[config.mk]
export PLATFORM = sky130hd
export DESIGN_NAME = voice_channel_allocator_flat
export DESIGN_NICKNAME = d
export VERILOG_FILES = /design/src/sv/vca_pkg.sv /design/src/sv/vca_chan_if.sv /design/src/sv/vca_cell.sv /design/src/sv/vca_deque.sv /design/src/sv/voice_channel_allocator.sv /design/src/flat_wrapper.sv
export SDC_FILE = /design/constraint.sdc
export NUM_CORES = 1
export LEC_CHECK = 0
export BUFFER_PORTS_ARGS = -buffer_cell sky130_fd_sc_hd__buf_2
export CAP_MARGIN = 20
export CORE_AREA = 3 3 249 190
export CTS_CLUSTER_SIZE = 30
export DETAILED_ROUTE_END_ITERATION = 8
export DIE_AREA = 0 0 252 193
export GPL_TIMING_DRIVEN = 0
export REMOVE_ABC_BUFFERS = 1
export SETUP_SLACK_MARGIN = 0.15
export SYNTH_ARGS = -nofsm -noshare
export SYNTH_HDL_FRONTEND = slang
export SYNTH_SLANG_ARGS = --single-unit
[constraint.sdc]
create_clock -name clk -period 3.25 [get_ports clk]
set_clock_uncertainty 0.1 [all_clocks]
set_input_delay 0.325 -clock clk [delete_from_list [all_inputs] [get_ports clk]]
set_output_delay 0.325 -clock clk [all_outputs]
set_load 0.05 [all_outputs]
[src/sv/vca_pkg.sv]
package vca_pkg;

  localparam int KEY_W  = 5;
  localparam int SRC_W  = 2;
  localparam int CH_W   = 3;
  localparam int NOTE_W = 7;
  localparam int OP_W   = 2;
  localparam int KIND_W = 3;

  localparam int FM_VOICES_DEF    = 6;
  localparam int SSG_VOICES_DEF   = 3;
  localparam int ADPCM_VOICES_DEF = 1;
  localparam int TABLE_DEPTH_DEF  = 16;

  localparam logic [KEY_W-1:0] MIDI_KEY = KEY_W'(30);

  typedef enum logic [OP_W-1:0] {
    OP_KEY_ON  = 2'd0,
    OP_KEY_OFF = 2'd1,
    OP_REINIT  = 2'd2
  } op_t;

  typedef enum logic [SRC_W-1:0] {
    SRC_FM    = 2'd0,
    SRC_SSG   = 2'd1,
    SRC_ADPCM = 2'd2
  } src_t;

  typedef enum logic [KIND_W-1:0] {
    KIND_GRANTED   = 3'd0,
    KIND_DISPLACED = 3'd1,
    KIND_RELEASED  = 3'd2,
    KIND_ALREADY   = 3'd3,
    KIND_NO_VOICE  = 3'd4
  } kind_t;

  typedef struct packed {
    logic [KEY_W-1:0]  key;
    logic [SRC_W-1:0]  src;
    logic [CH_W-1:0]   ch;
    logic [NOTE_W-1:0] note;
  } entry_t;

  typedef struct packed {
    logic [OP_W-1:0]   opcode;
    logic [KEY_W-1:0]  key_code;
    logic [SRC_W-1:0]  source;
    logic [CH_W-1:0]   req_channel;
    logic [NOTE_W-1:0] midi_note;
  } in_beat_t;

  typedef struct packed {
    logic [KIND_W-1:0] kind;
    logic [KEY_W-1:0]  out_key;
    logic [SRC_W-1:0]  out_source;
    logic [CH_W-1:0]   out_channel;
    logic [NOTE_W-1:0] out_note;
    logic              last;
  } out_beat_t;

  typedef struct packed {
    logic adv;
    logic load;
  } cell_ctl_t;

  typedef struct packed {
    logic            pop;
    logic            push;
    logic            reinit;
    logic            poly;
    logic [CH_W-1:0] ch;
  } dq_ctl_t;

endpackage

[src/sv/vca_chan_if.sv]
interface vca_chan_if #(parameter type T = logic);
  logic valid;
  logic ready;
  T     data;

  modport source (output valid, output data, input ready);
  modport sink   (input valid, input data, output ready);
endinterface

[src/sv/vca_cell.sv]
module vca_cell import vca_pkg::*; (
  input  logic      clk,
  input  cell_ctl_t ctl,
  input  entry_t    nbr,
  input  entry_t    bcast,
  output entry_t    q
);

  entry_t q_r;

  always_ff @(posedge clk) begin
    if (ctl.load) begin
      q_r <= bcast;
    end else if (ctl.adv) begin
      q_r <= nbr;
    end
  end

  assign q = q_r;

endmodule

[src/sv/vca_deque.sv]
module vca_deque import vca_pkg::*; #(
  parameter int DEPTH = 1
) (
  input  logic            clk,
  input  logic            rst_n,
  input  dq_ctl_t         ctl,
  output logic            avail,
  output logic [CH_W-1:0] front
);

  localparam int CNT_W = $clog2(DEPTH + 1);

  logic [CH_W-1:0]  slot_r [DEPTH];
  logic [CNT_W-1:0] cnt_r;

  always_ff @(posedge clk) begin
    if (!rst_n) begin
      cnt_r <= CNT_W'(DEPTH);
      for (int j = 0; j < DEPTH; j++) slot_r[j] <= CH_W'(j);
    end else if (ctl.reinit) begin
      if (ctl.poly) begin
        cnt_r <= CNT_W'(DEPTH);
        for (int j = 0; j < DEPTH; j++) slot_r[j] <= CH_W'(j);
      end else begin
        if (cnt_r == '0) slot_r[0] <= '0;
        cnt_r <= CNT_W'(1);
      end
    end else if (ctl.pop && cnt_r != '0) begin
      for (int j = 0; j < DEPTH - 1; j++) slot_r[j] <= slot_r[j+1];
      cnt_r <= cnt_r - CNT_W'(1);
    end else if (ctl.push && cnt_r < CNT_W'(DEPTH)) begin
      for (int j = 1; j < DEPTH; j++) slot_r[j] <= slot_r[j-1];
      slot_r[0] <= ctl.ch;
      cnt_r <= cnt_r + CNT_W'(1);
    end
  end

  assign avail = (cnt_r != '0);
  assign front = slot_r[0];

endmodule

[src/sv/voice_channel_allocator.sv]
// Voice channel allocator. Held keys live oldest first in a row of cells
// that rotates one entry per cycle past a single compare point at its head;
// the first matching entry is dropped from the row as it passes, and a new
// entry is written at the tail afterwards. One item is in work at a time:
// a key on or key off rotates every held entry past the head, then passes
// an end-of-scan step and a decide step before its first result beat. Each
// beat then waits for the sink, and the input is ready again the cycle after
// the last beat is taken. Reinitialize gives no beat.
// Free voices sit in one small shift deque per source.
// There is no clearing pass after reset.
module voice_channel_allocator import vca_pkg::*; #(
  parameter int FM_VOICES    = FM_VOICES_DEF,
  parameter int SSG_VOICES   = SSG_VOICES_DEF,
  parameter int ADPCM_VOICES = ADPCM_VOICES_DEF,
  parameter int TABLE_DEPTH  = TABLE_DEPTH_DEF
) (
  input  logic       clk,
  input  logic       rst_n,
  vca_chan_if.sink   in_chan,
  vca_chan_if.source out_chan,
  input  logic       cfg_we,
  input  logic       cfg_wdata
);

  localparam int CNT_W = $clog2(TABLE_DEPTH + 1);

  typedef enum logic [3:0] {
    ST_IDLE = 4'b0001,
    ST_SCAN = 4'b0010,
    ST_DONE = 4'b0100,
    ST_SEND = 4'b1000
  } state_t;

  state_t            state_r;
  logic              poly_r;
  logic [CNT_W-1:0]  n_r;
  logic [CNT_W-1:0]  left_r;
  logic              found_r;
  logic              free_avail_r;
  logic              pend_r;
  entry_t            del_r;
  logic [OP_W-1:0]   op_r;
  logic [KEY_W-1:0]  key_r;
  logic [SRC_W-1:0]  src_r;
  logic [CH_W-1:0]   rch_r;
  logic [NOTE_W-1:0] note_r;
  out_beat_t         res_r;
  out_beat_t         res2_r;

  entry_t    cell_q   [TABLE_DEPTH];
  cell_ctl_t cell_ctl [TABLE_DEPTH];
  entry_t    head;
  entry_t    bcast;
  entry_t    new_e;

  dq_ctl_t         dq_ctl [3];
  logic            dq_avail [3];
  logic [CH_W-1:0] dq_front [3];
  logic [CH_W-1:0] front_sel;
  logic            in_avail;

  in_beat_t  ib;
  logic      in_acc;
  logic      scan_step;
  logic      crit;
  logic      match;
  logic      done;
  logic      append_en;
  logic      pop_en;
  logic      push_en;
  logic      two;
  out_beat_t r1;
  out_beat_t r2;

  assign ib             = in_chan.data;
  assign in_chan.ready  = (state_r == ST_IDLE);
  assign in_acc         = in_chan.valid && in_chan.ready;
  assign out_chan.valid = (state_r == ST_SEND);
  assign out_chan.data  = res_r;

  // held-key cell row
  assign head = cell_q[0];

  for (genvar i = 0; i < TABLE_DEPTH; i++) begin : g_cell
    entry_t nbr;
    if (i == TABLE_DEPTH - 1) begin : g_end
      assign nbr = bcast;
    end else begin : g_mid
      assign nbr = cell_q[i+1];
    end
    vca_cell u_cell (
      .clk   (clk),
      .ctl   (cell_ctl[i]),
      .nbr   (nbr),
      .bcast (bcast),
      .q     (cell_q[i])
    );
  end

  always_comb begin
    for (int i = 0; i < TABLE_DEPTH; i++) begin
      cell_ctl[i].adv  = scan_step;
      cell_ctl[i].load = (scan_step && !match && n_r == CNT_W'(i + 1)) ||
                         (append_en && n_r == CNT_W'(i));
    end
  end

  assign bcast = append_en ? new_e : head;

  // free voice deques
  vca_deque #(.DEPTH(FM_VOICES)) u_dq_fm (
    .clk (clk), .rst_n (rst_n), .ctl (dq_ctl[0]),
    .avail (dq_avail[0]), .front (dq_front[0])
  );
  vca_deque #(.DEPTH(SSG_VOICES)) u_dq_ssg (
    .clk (clk), .rst_n (rst_n), .ctl (dq_ctl[1]),
    .avail (dq_avail[1]), .front (dq_front[1])
  );
  vca_deque #(.DEPTH(ADPCM_VOICES)) u_dq_adpcm (
    .clk (clk), .rst_n (rst_n), .ctl (dq_ctl[2]),
    .avail (dq_avail[2]), .front (dq_front[2])
  );

  always_comb begin
    for (int s = 0; s < 3; s++) begin
      dq_ctl[s].pop    = pop_en && (src_r == SRC_W'(s));
      dq_ctl[s].push   = push_en && (del_r.src == SRC_W'(s));
      dq_ctl[s].reinit = in_acc && (ib.opcode == OP_REINIT);
      dq_ctl[s].poly   = poly_r;
      dq_ctl[s].ch     = del_r.ch;
    end
  end

  always_comb begin
    case (src_r)
      SRC_FM:    front_sel = dq_front[0];
      SRC_SSG:   front_sel = dq_front[1];
      SRC_ADPCM: front_sel = dq_front[2];
      default:   front_sel = '0;
    endcase
    case (ib.source)
      SRC_FM:    in_avail = dq_avail[0];
      SRC_SSG:   in_avail = dq_avail[1];
      SRC_ADPCM: in_avail = dq_avail[2];
      default:   in_avail = 1'b0;
    endcase
  end

  // scan compare at the head cell
  always_comb begin
    if (op_r == OP_KEY_OFF) begin
      crit = (key_r == MIDI_KEY) ? (head.key == MIDI_KEY && head.note == note_r)
                                 : (head.key == key_r);
    end else if (free_avail_r) begin
      crit = (key_r != MIDI_KEY) && (head.src == src_r) && (head.key == key_r);
    end else begin
      crit = (head.src == src_r);
    end
  end

  assign scan_step = (state_r == ST_SCAN) && (left_r != '0);
  assign match     = scan_step && !found_r && crit;
  assign done      = (state_r == ST_DONE);

  // decide step
  always_comb begin
    new_e.key  = key_r;
    new_e.src  = src_r;
    new_e.note = note_r;
    if (!poly_r)      new_e.ch = rch_r;
    else if (found_r) new_e.ch = del_r.ch;
    else              new_e.ch = front_sel;

    append_en = 1'b0;
    pop_en    = 1'b0;
    push_en   = 1'b0;
    two       = 1'b0;
    r1 = '{kind: KIND_ALREADY, out_key: key_r, out_source: '0, out_channel: '0,
           out_note: '0, last: 1'b1};
    r2 = '{kind: KIND_DISPLACED, out_key: del_r.key, out_source: del_r.src,
           out_channel: del_r.ch, out_note: del_r.note, last: 1'b1};

    if (op_r == OP_KEY_OFF) begin
      if (found_r) begin
        push_en = done;
        r1.kind        = KIND_RELEASED;
        r1.out_source  = del_r.src;
        r1.out_channel = del_r.ch;
      end
    end else if (found_r) begin
      append_en = done;
      two       = 1'b1;
      r1 = '{kind: KIND_GRANTED, out_key: new_e.key, out_source: new_e.src,
             out_channel: new_e.ch, out_note: new_e.note, last: 1'b0};
    end else if (!free_avail_r || n_r == CNT_W'(TABLE_DEPTH)) begin
      r1.kind       = KIND_NO_VOICE;
      r1.out_source = src_r;
    end else begin
      append_en = done;
      pop_en    = done;
      r1 = '{kind: KIND_GRANTED, out_key: new_e.key, out_source: new_e.src,
             out_channel: new_e.ch, out_note: new_e.note, last: 1'b1};
    end
  end

  always_ff @(posedge clk) begin
    if (!rst_n) begin
      state_r <= ST_IDLE;
      poly_r  <= 1'b1;
      n_r     <= '0;
      pend_r  <= 1'b0;
      found_r <= 1'b0;
    end else begin
      if (cfg_we) poly_r <= cfg_wdata;
      case (state_r)
        ST_IDLE: begin
          if (in_acc) begin
            op_r         <= ib.opcode;
            key_r        <= ib.key_code;
            src_r        <= ib.source;
            rch_r        <= ib.req_channel;
            note_r       <= ib.midi_note;
            left_r       <= n_r;
            found_r      <= 1'b0;
            free_avail_r <= in_avail;
            if (ib.opcode == OP_KEY_OFF ||
                (ib.opcode == OP_KEY_ON &&
                 ib.source inside {SRC_FM, SRC_SSG, SRC_ADPCM})) begin
              state_r <= ST_SCAN;
            end
          end
        end
        ST_SCAN: begin
          if (left_r == '0) begin
            state_r <= ST_DONE;
          end else begin
            left_r <= left_r - CNT_W'(1);
            if (match) begin
              found_r <= 1'b1;
              del_r   <= head;
              n_r     <= n_r - CNT_W'(1);
            end
          end
        end
        ST_DONE: begin
          if (append_en) n_r <= n_r + CNT_W'(1);
          res_r   <= r1;
          res2_r  <= r2;
          pend_r  <= two;
          state_r <= ST_SEND;
        end
        ST_SEND: begin
          if (out_chan.ready) begin
            if (pend_r) begin
              res_r  <= res2_r;
              pend_r <= 1'b0;
            end else begin
              state_r <= ST_IDLE;
            end
          end
        end
        default: state_r <= ST_IDLE;
      endcase
    end
  end

endmodule

[src/flat_wrapper.sv]
// flat-port wrapper written by rule: the top's interface ports become plain ports
module voice_channel_allocator_flat import vca_pkg::*;
#(
  parameter int FM_VOICES    = FM_VOICES_DEF,
  parameter int SSG_VOICES   = SSG_VOICES_DEF,
  parameter int ADPCM_VOICES = ADPCM_VOICES_DEF,
  parameter int TABLE_DEPTH  = TABLE_DEPTH_DEF
)
  (clk, rst_n, cfg_we, cfg_wdata, in_chan_valid, in_chan_data, in_chan_ready, out_chan_valid, out_chan_data, out_chan_ready);
  vca_chan_if #(.T(in_beat_t)) in_chan_i ();
  vca_chan_if #(.T(out_beat_t)) out_chan_i ();
  input  logic clk;
  input  logic rst_n;
  input  logic cfg_we;
  input  logic cfg_wdata;
  input wire logic [$bits(in_chan_i.valid)-1:0] in_chan_valid;
  input wire logic [$bits(in_chan_i.data)-1:0] in_chan_data;
  output wire logic [$bits(in_chan_i.ready)-1:0] in_chan_ready;
  output wire logic [$bits(out_chan_i.valid)-1:0] out_chan_valid;
  output wire logic [$bits(out_chan_i.data)-1:0] out_chan_data;
  input wire logic [$bits(out_chan_i.ready)-1:0] out_chan_ready;
  assign in_chan_i.valid = in_chan_valid;
  assign in_chan_i.data = in_chan_data;
  assign in_chan_ready = in_chan_i.ready;
  assign out_chan_valid = out_chan_i.valid;
  assign out_chan_data = out_chan_i.data;
  assign out_chan_i.ready = out_chan_ready;
  voice_channel_allocator #(.FM_VOICES(FM_VOICES), .SSG_VOICES(SSG_VOICES), .ADPCM_VOICES(ADPCM_VOICES), .TABLE_DEPTH(TABLE_DEPTH)) u_core (.clk(clk), .rst_n(rst_n), .in_chan(in_chan_i), .out_chan(out_chan_i), .cfg_we(cfg_we), .cfg_wdata(cfg_wdata));
endmodule
==> results of run 1 <==
final cells by class:
class | count | area, um2
diodes | 1 | 2.50
clock buffers | 47 | 1070
multi-input cells | 664 | 5780
flip-flops and latches | 400 | 11800
clock inverters | 27 | 314
well taps | 586 | 733
repair inverters | 1 | 5.00
fillers | 3853 | 23700
inverters | 20 | 78.8
repair buffers | 125 | 1210
routing by layer:
metal  global-route usage  vias to the layer above  part of all wire
met2                0.218                      186              0.44
met1                0.209                     4833              0.49
li1                     -                     4610                 -
met4               0.0368                        0             0.019
met5                    0                        -                 0
met3               0.0267                       55             0.047
sequential cells by signal, indices dropped and copies added (netlist names), 7 cells and up:
name                    flops
u_core.res2_r              17
u_core.u_dq_ssg.slot_r      9
u_core.g_cell.u_cell.q    272
u_core.note_r               7
u_core.out_chan.data       21
u_core.u_dq_fm.slot_r      18
u_core.del_r               17
power breakdown:
part           switching, W  internal, W
Clock               0.00195      0.00292
Combinational      0.000412     0.000284
Sequential         0.000112      0.00591
Yosys cell counts, types with 15 or more instances:
master    count
nor3_1       20
edfxtp_1    382
dfxtp_1      18
a22o_1       20
mux2_2      116
o21ai_0      36
xnor2_1      17
inv_1        20
buf_6        15
mux2_1      100
clkbuf_1     40
nor2_1       49
a21oi_1      19
mux2_4       40
nand2_1     101
how the worst min path moves through the flow:
stage | slack (ps) | depth (start not counted) | from | end
2_1_floorplan | 290 | 1 | rst_n | u_core.poly_r$_SDFFE_PN1P_
3_3_place_gp | 300 | 0 | u_core.del_r[14]$_DFFE_PP_ | u_core.res2_r[15]$_DFFE_PP_
3_5_place_dp | 300 | 0 | u_core.del_r[2]$_DFFE_PP_ | u_core.res2_r[3]$_DFFE_PP_
4_1_cts | 50 | 2 | rst_n | u_core.poly_r$_SDFFE_PN1P_
5_1_grt | 90 | 2 | rst_n | u_core.poly_r$_SDFFE_PN1P_
6_report | 80 | 2 | rst_n | u_core.poly_r$_SDFFE_PN1P_
repair_timing:
item | 4_1_cts | 5_1_grt
setup buffers | 24 | 8
endpoints found under the hold margin | 22 | 0
hold buffers | 22 | 0
pin swaps | 10 | 2
gates cloned | 1 | 0
setup endpoints to repair | 505 | 365
gates resized for setup | 11 | 8
metrics by stage:
stage	std cells	setup TNS [ps]	hold WS [ps]	cell area, um2
after detailed placement	1741	-256310	305	18900
after global routing	1870	0	87.8	21000
after floorplan	1084	-766330	287	17500
after CTS	1862	0	49.0	20900
final	1871	0	77.1	21000
after global placement	1717	-1594290	302	18500
kinds of logic (layout without fill, tap and decap cells):
| family | after synthesis | in the layout | share of synthesized area |
|---|---|---|---|
| flops | 400 | 400 | 0.661 |
| mux | 264 | 264 | 0.174 |
| simple gates | 241 | 241 | 0.0663 |
| compound gates | 129 | 129 | 0.0559 |
| buf+inv | 87 | 220 | 0.0259 |
| xor+xnor | 21 | 21 | 0.0103 |
| fa+ha+maj | 9 | 9 | 0.00671 |
| other cells | 0 | 1 | 0 |
cells in the final DEF (no fill, tap or decap), types with 6 or more instances in the layout:
cell and count:
mux2_2 116, buf_4 26, nand3_1 13, dfxtp_1 18, clkinv_1 11, a22o_1 20, o21ai_2 11, clkinv_2 7
inv_1 19, bufinv_16 7, mux2_1 100, o21ai_0 20, dlygate4sd3_1 22, o211ai_1 6, edfxtp_1 382, clkbuf_16 42
ha_1 8, a21oi_1 19, buf_8 12, mux2_4 40, buf_2 47, a21oi_4 14, nor3_1 20, mux2i_1 8
nand2b_1 7, xnor2_1 17, nand2_1 100, buf_12 16, nor2_1 47
==> impl_metrics.toml, run 1 <==
[run_status]
outcome = "finished clean"

[layout]
nets = 1287
final_util = 0.469
drive_gt1_frac = 0.290
area_growth_pct = 17.4

[worst_setup_path]
crit_family = "simple AND/OR/NAND/NOR gates"
worstSetupPathDepth = 9
startpoint = "u_core.n_r[0]$_SDFFE_PN0P_"
worstPathRequired_ps = 3420
crit_path_end = "u_core.g_cell[10].u_cell.q[10]$_DFFE_PP_"
rr_worst_depth = 9
cp_slowest_cell = "or2_2"
reg2reg_from = "u_core.n_r[0]$_SDFFE_PN0P_"
r2r_slack_ps = 280
path_buf_inv = 2
crit_path_end_kind = "flip-flop"
r2r_end = "u_core.g_cell[10].u_cell.q[10]$_DFFE_PP_"
max_stage_delay_ps = 490
crit_path_start_kind = "flip-flop"
critical_path_arrival_ps = 3140
cp_max_fo = 14
worstSetupPathType = "flip-flop to flip-flop"
worstPathCellList = "inv_1, ha_1, nand4bb_1, o2111ai_4, or2_2, nor2_1, a21oi_4, buf_12, mux2_1"

[timing]
worstMarginPinSlew_ps = 983
relSlewSlack = 0.339
setup_viol = 0
grt_setup_unrepaired = "yes"
timing.final.ws_setup_ps = 277
maxSlewViolCount = 0
fmax_ghz = 0.336
hold_violations = 0
period_needed_ps = 2970
finalCritPeriodShare = 0.915

[floorplan]
coreArea_um2 = 44800
dieHeight_um = 193
start_util = 0.400
die_w_um = 252
row_count = 67
die_area_um2 = 48600
io_pins = 48

[place]
port_buffers = 47
gp_congestion = 0.804
pre_cts_ws_ps = -1030
dpl.hpwl_mm = 22.2

[power_and_ir_drop]
p_per_area_nw_per_um2 = 551
report.power.total_w = 0.0116
peakVddDrop_v = 0.000360
power_leakage_nw = 7.31

[synth]
synth-edff-count = 382
async_flop_share = 0
synthTopCellsByArea = "edfxtp_1 (64%), mux2_2 (7.3%), mux2_1 (6.3%)"
synth_top_cell_by_area = "edfxtp_1"
syn_inst = 1151
synth_top_area_frac = 0.641
synth_seq_cells = 400
ys_warn_count = 0
synth_seq_area_share = 0.661
syn_area_per_cell_um2 = 15.5
yosysUniqueCellTypes = 64
netlist_area_um2 = 17900
synth_flop_cell = "edfxtp_1"

[drt]
route.detailed.drc = 0
drt_iter0_drc = 645
vias_per_cell = 5.18
routedWlPerCell_um = 18.3
num_vias = 9684
wl_mm = 34.2
drt-pass1-iter-count = 5
drtAntennaViolNets = 0

[run]
drv_cap = 0

[clock_network]
cts_buffers = 41
clk_latency_ps = 540
clock-sinks = 400
clk_pin_slew_worst_paths_ps = 60
cts_tree = "built"
clockBufferDepth = 3
root_buffer = "clkbuf_16"
cts_htree_levels = 2

[grt]
grt.total_usage = 0.142
antenna_found_initial = 1
grt_max_degree = 21
grt_pass1_wl_mm = 55.3
grt_overflow_total = 0
first_global_vias = 9668

[min_path]
min_path_type = "primary input to flip-flop"
(Power assumes the default switching activity.)
==> run 2: changes to the inputs <==
BUFFER_PORTS_ARGS = -buffer_cell sky130_fd_sc_hd__buf_4   (was -buffer_cell sky130_fd_sc_hd__buf_2)
==> run 2 against run 1 <==
Net effect: combinational power up 2%; fmax down 2.7%; first-iteration DRC count down 9.6%; sequential power about the same; highest routed layer unchanged; wire length down 0.40%; count of clock-buffer cells in the layout up 1; sequential share of layout area down 0.12 points; die area unchanged; core utilization up 0.098 points; register-to-register slack worse by 80 ps.
==> impl_metrics.toml, run 2 (synthesized netlist as in run 1, its figures left out) <==
[run_status]
outcome = "finished clean"

[worst_setup_path]
startpoint = "u_core.state_r[1]$_SDFFE_PN0P_"
worstPathRequired_ps = 3420
cp_slowest_cell = "nor4_1"
critical_path_arrival_ps = 3230
cp_max_fo = 11
reg2reg_from = "u_core.state_r[1]$_SDFFE_PN0P_"
worstPathCellList = "nor4b_4, nand2b_4, nor4_1, a21oi_4, buf_12, mux2_1"
rr_worst_depth = 6
r2r_slack_ps = 190
worstSetupPathType = "flip-flop to flip-flop"
r2r_end = "u_core.g_cell[2].u_cell.q[10]$_DFFE_PP_"
crit_path_start_kind = "flip-flop"
crit_path_end_kind = "flip-flop"
crit_path_end = "u_core.g_cell[2].u_cell.q[10]$_DFFE_PP_"
max_stage_delay_ps = 1000

[run]
drv_cap = 0

[drt]
drt-pass1-iter-count = 5
route.detailed.drc = 0
num_vias = 9742
wl_met1_mm = 16.7
wl_met2_mm = 14.9
drt_iter0_drc = 583
wl_met3_mm = 1.78
vias_per_cell = 5.23
wl_mm = 34.0
routedWlPerCell_um = 18.2
drtAntennaViolNets = 0
highest_layer = "met4"

[place]
gp_congestion = 0.821
dpl.hpwl_mm = 22.2
port_buffers = 47

[timing]
grt_setup_unrepaired = "yes"
period_needed_ps = 3060
hold_violations = 0
fmax_ghz = 0.327
setup_viol = 0
worstMarginPinSlew_ps = 1210
fin_tns_setup_ps = 0
relSlewSlack = 0.189
finalCritPeriodShare = 0.940
maxSlewViolCount = 0

[floorplan]
coreArea_um2 = 44800
die_w_um = 252
start_util = 0.400
dieHeight_um = 193
row_count = 67
io_pins = 48
die_area_um2 = 48600

[layout]
antenna_cells = 0
fillerInstances = 3842
final_cell_mix = "edfxtp_1 (382), mux2_2 (116), mux2_1 (100)"
final_common_cell = "edfxtp_1"
drive_gt1_frac = 0.297
area_growth_pct = 17.7
largest_reg_flops = 272
nets = 1285

[power_and_ir_drop]
power_leakage_nw = 7.29
peakVddDrop_v = 0.000329
p_per_area_nw_per_um2 = 536
report.power.total_w = 0.0113

[clock_network]
cts_buffers = 41
clk_latency_ps = 550
clock-sinks = 400
clk_pin_slew_worst_paths_ps = 60
cts_htree_levels = 2
root_buffer = "clkbuf_16"
clockBufferDepth = 3
cts_tree = "built"

[grt]
grt_pass1_wl_mm = 54.8
grt_overflow_total = 0
grt.total_usage = 0.141
antenna_found_initial = 0
grt_max_degree = 24
first_global_vias = 9703

[min_path]
min_path_type = "primary input to flip-flop"
hold_start = "in_chan_valid"
==> run 2: changes by cell type in the layout (fill, tap and decap cells not counted), moves of 2 or more <==
cell / before / now
clkinv_1: 11 / 8
buf_2: 47 / 0
nand2_1: 100 / 94
o21ai_2: 11 / 14
buf_8: 12 / 14
bufinv_16: 7 / 3
dlygate4sd3_1: 22 / 24
buf_4: 26 / 67
nand2_2: 1 / 7
==> run 2: repair_timing <==
item,4_1_cts,5_1_grt
pin swaps,15,7
endpoints found under the hold margin,25,0
hold buffers,24,0
resized for setup,12,22
setup buffers,18,9
gates cloned,2,0
setup endpoints to repair,517,341
==> run 2: layer usage <==
metal  GRT usage  up-vias
met1       0.205     4910
met3      0.0314       45
met5           0        -
li1            -     4600
met2       0.215      187
met4      0.0352        0
==> run 2: final cells by class <==
class,instances,area [um2],share of cell area
Sequential cell,400,11800,0.562
Multi-Input combinational cell,665,5830,0.277
Timing Repair Buffer,122,1300,0.0618
Clock buffer,48,1070,0.0510
Tap cell,586,733,0.0348
Clock inverter,22,205,0.00974
Inverter,20,78.8,0.00374
Timing Repair inverter,1,5.00,0.000238
==> run 2: power breakdown <==
group,internal (W),switching (W)
logic,0.000293,0.000416
registers,0.00591,0.000109
clock network,0.00261,0.00196
==> run 2: critical path, delay by kind of cell, from the launching register on <==
| kind | cells | cell delay [ps] |
|---|---|---|
| and+or+nand+nor | 3 | 1560 |
| DFF | 1 | 500 |
| muxes | 1 | 320 |
| buffers and inverters | 1 | 200 |
| AOI/OAI and AO/OA | 1 | 110 |
==> run 2: worst min-delay path by stage <==
stage | depth (start not counted) | slack, ps | endpoint
2_1_floorplan | 1 | 290 | u_core.poly_r$_SDFFE_PN1P_
3_3_place_gp | 0 | 300 | u_core.res2_r[15]$_DFFE_PP_
3_5_place_dp | 0 | 310 | u_core.res2_r[15]$_DFFE_PP_
4_1_cts | 4 | 80 | u_core.found_r$_SDFFE_PN0P_
5_1_grt | 4 | 140 | u_core.found_r$_SDFFE_PN0P_
6_report | 4 | 100 | u_core.found_r$_SDFFE_PN0P_
==> run 2: per-stage QoR <==
stage          instances  instance area, um2  setup slack (ps)  hold slack (ps)  utilization
2_1_floorplan       1084               17500             -2610              287            -
3_3_place_gp        1717               18600             -4060              301        0.415
3_5_place_dp        1741               19000              -807              306        0.424
4_1_cts             1855               20900               156             81.4        0.466
5_1_grt             1864               21100              97.3              138        0.470
6_report            1864               21100               194              102        0.470
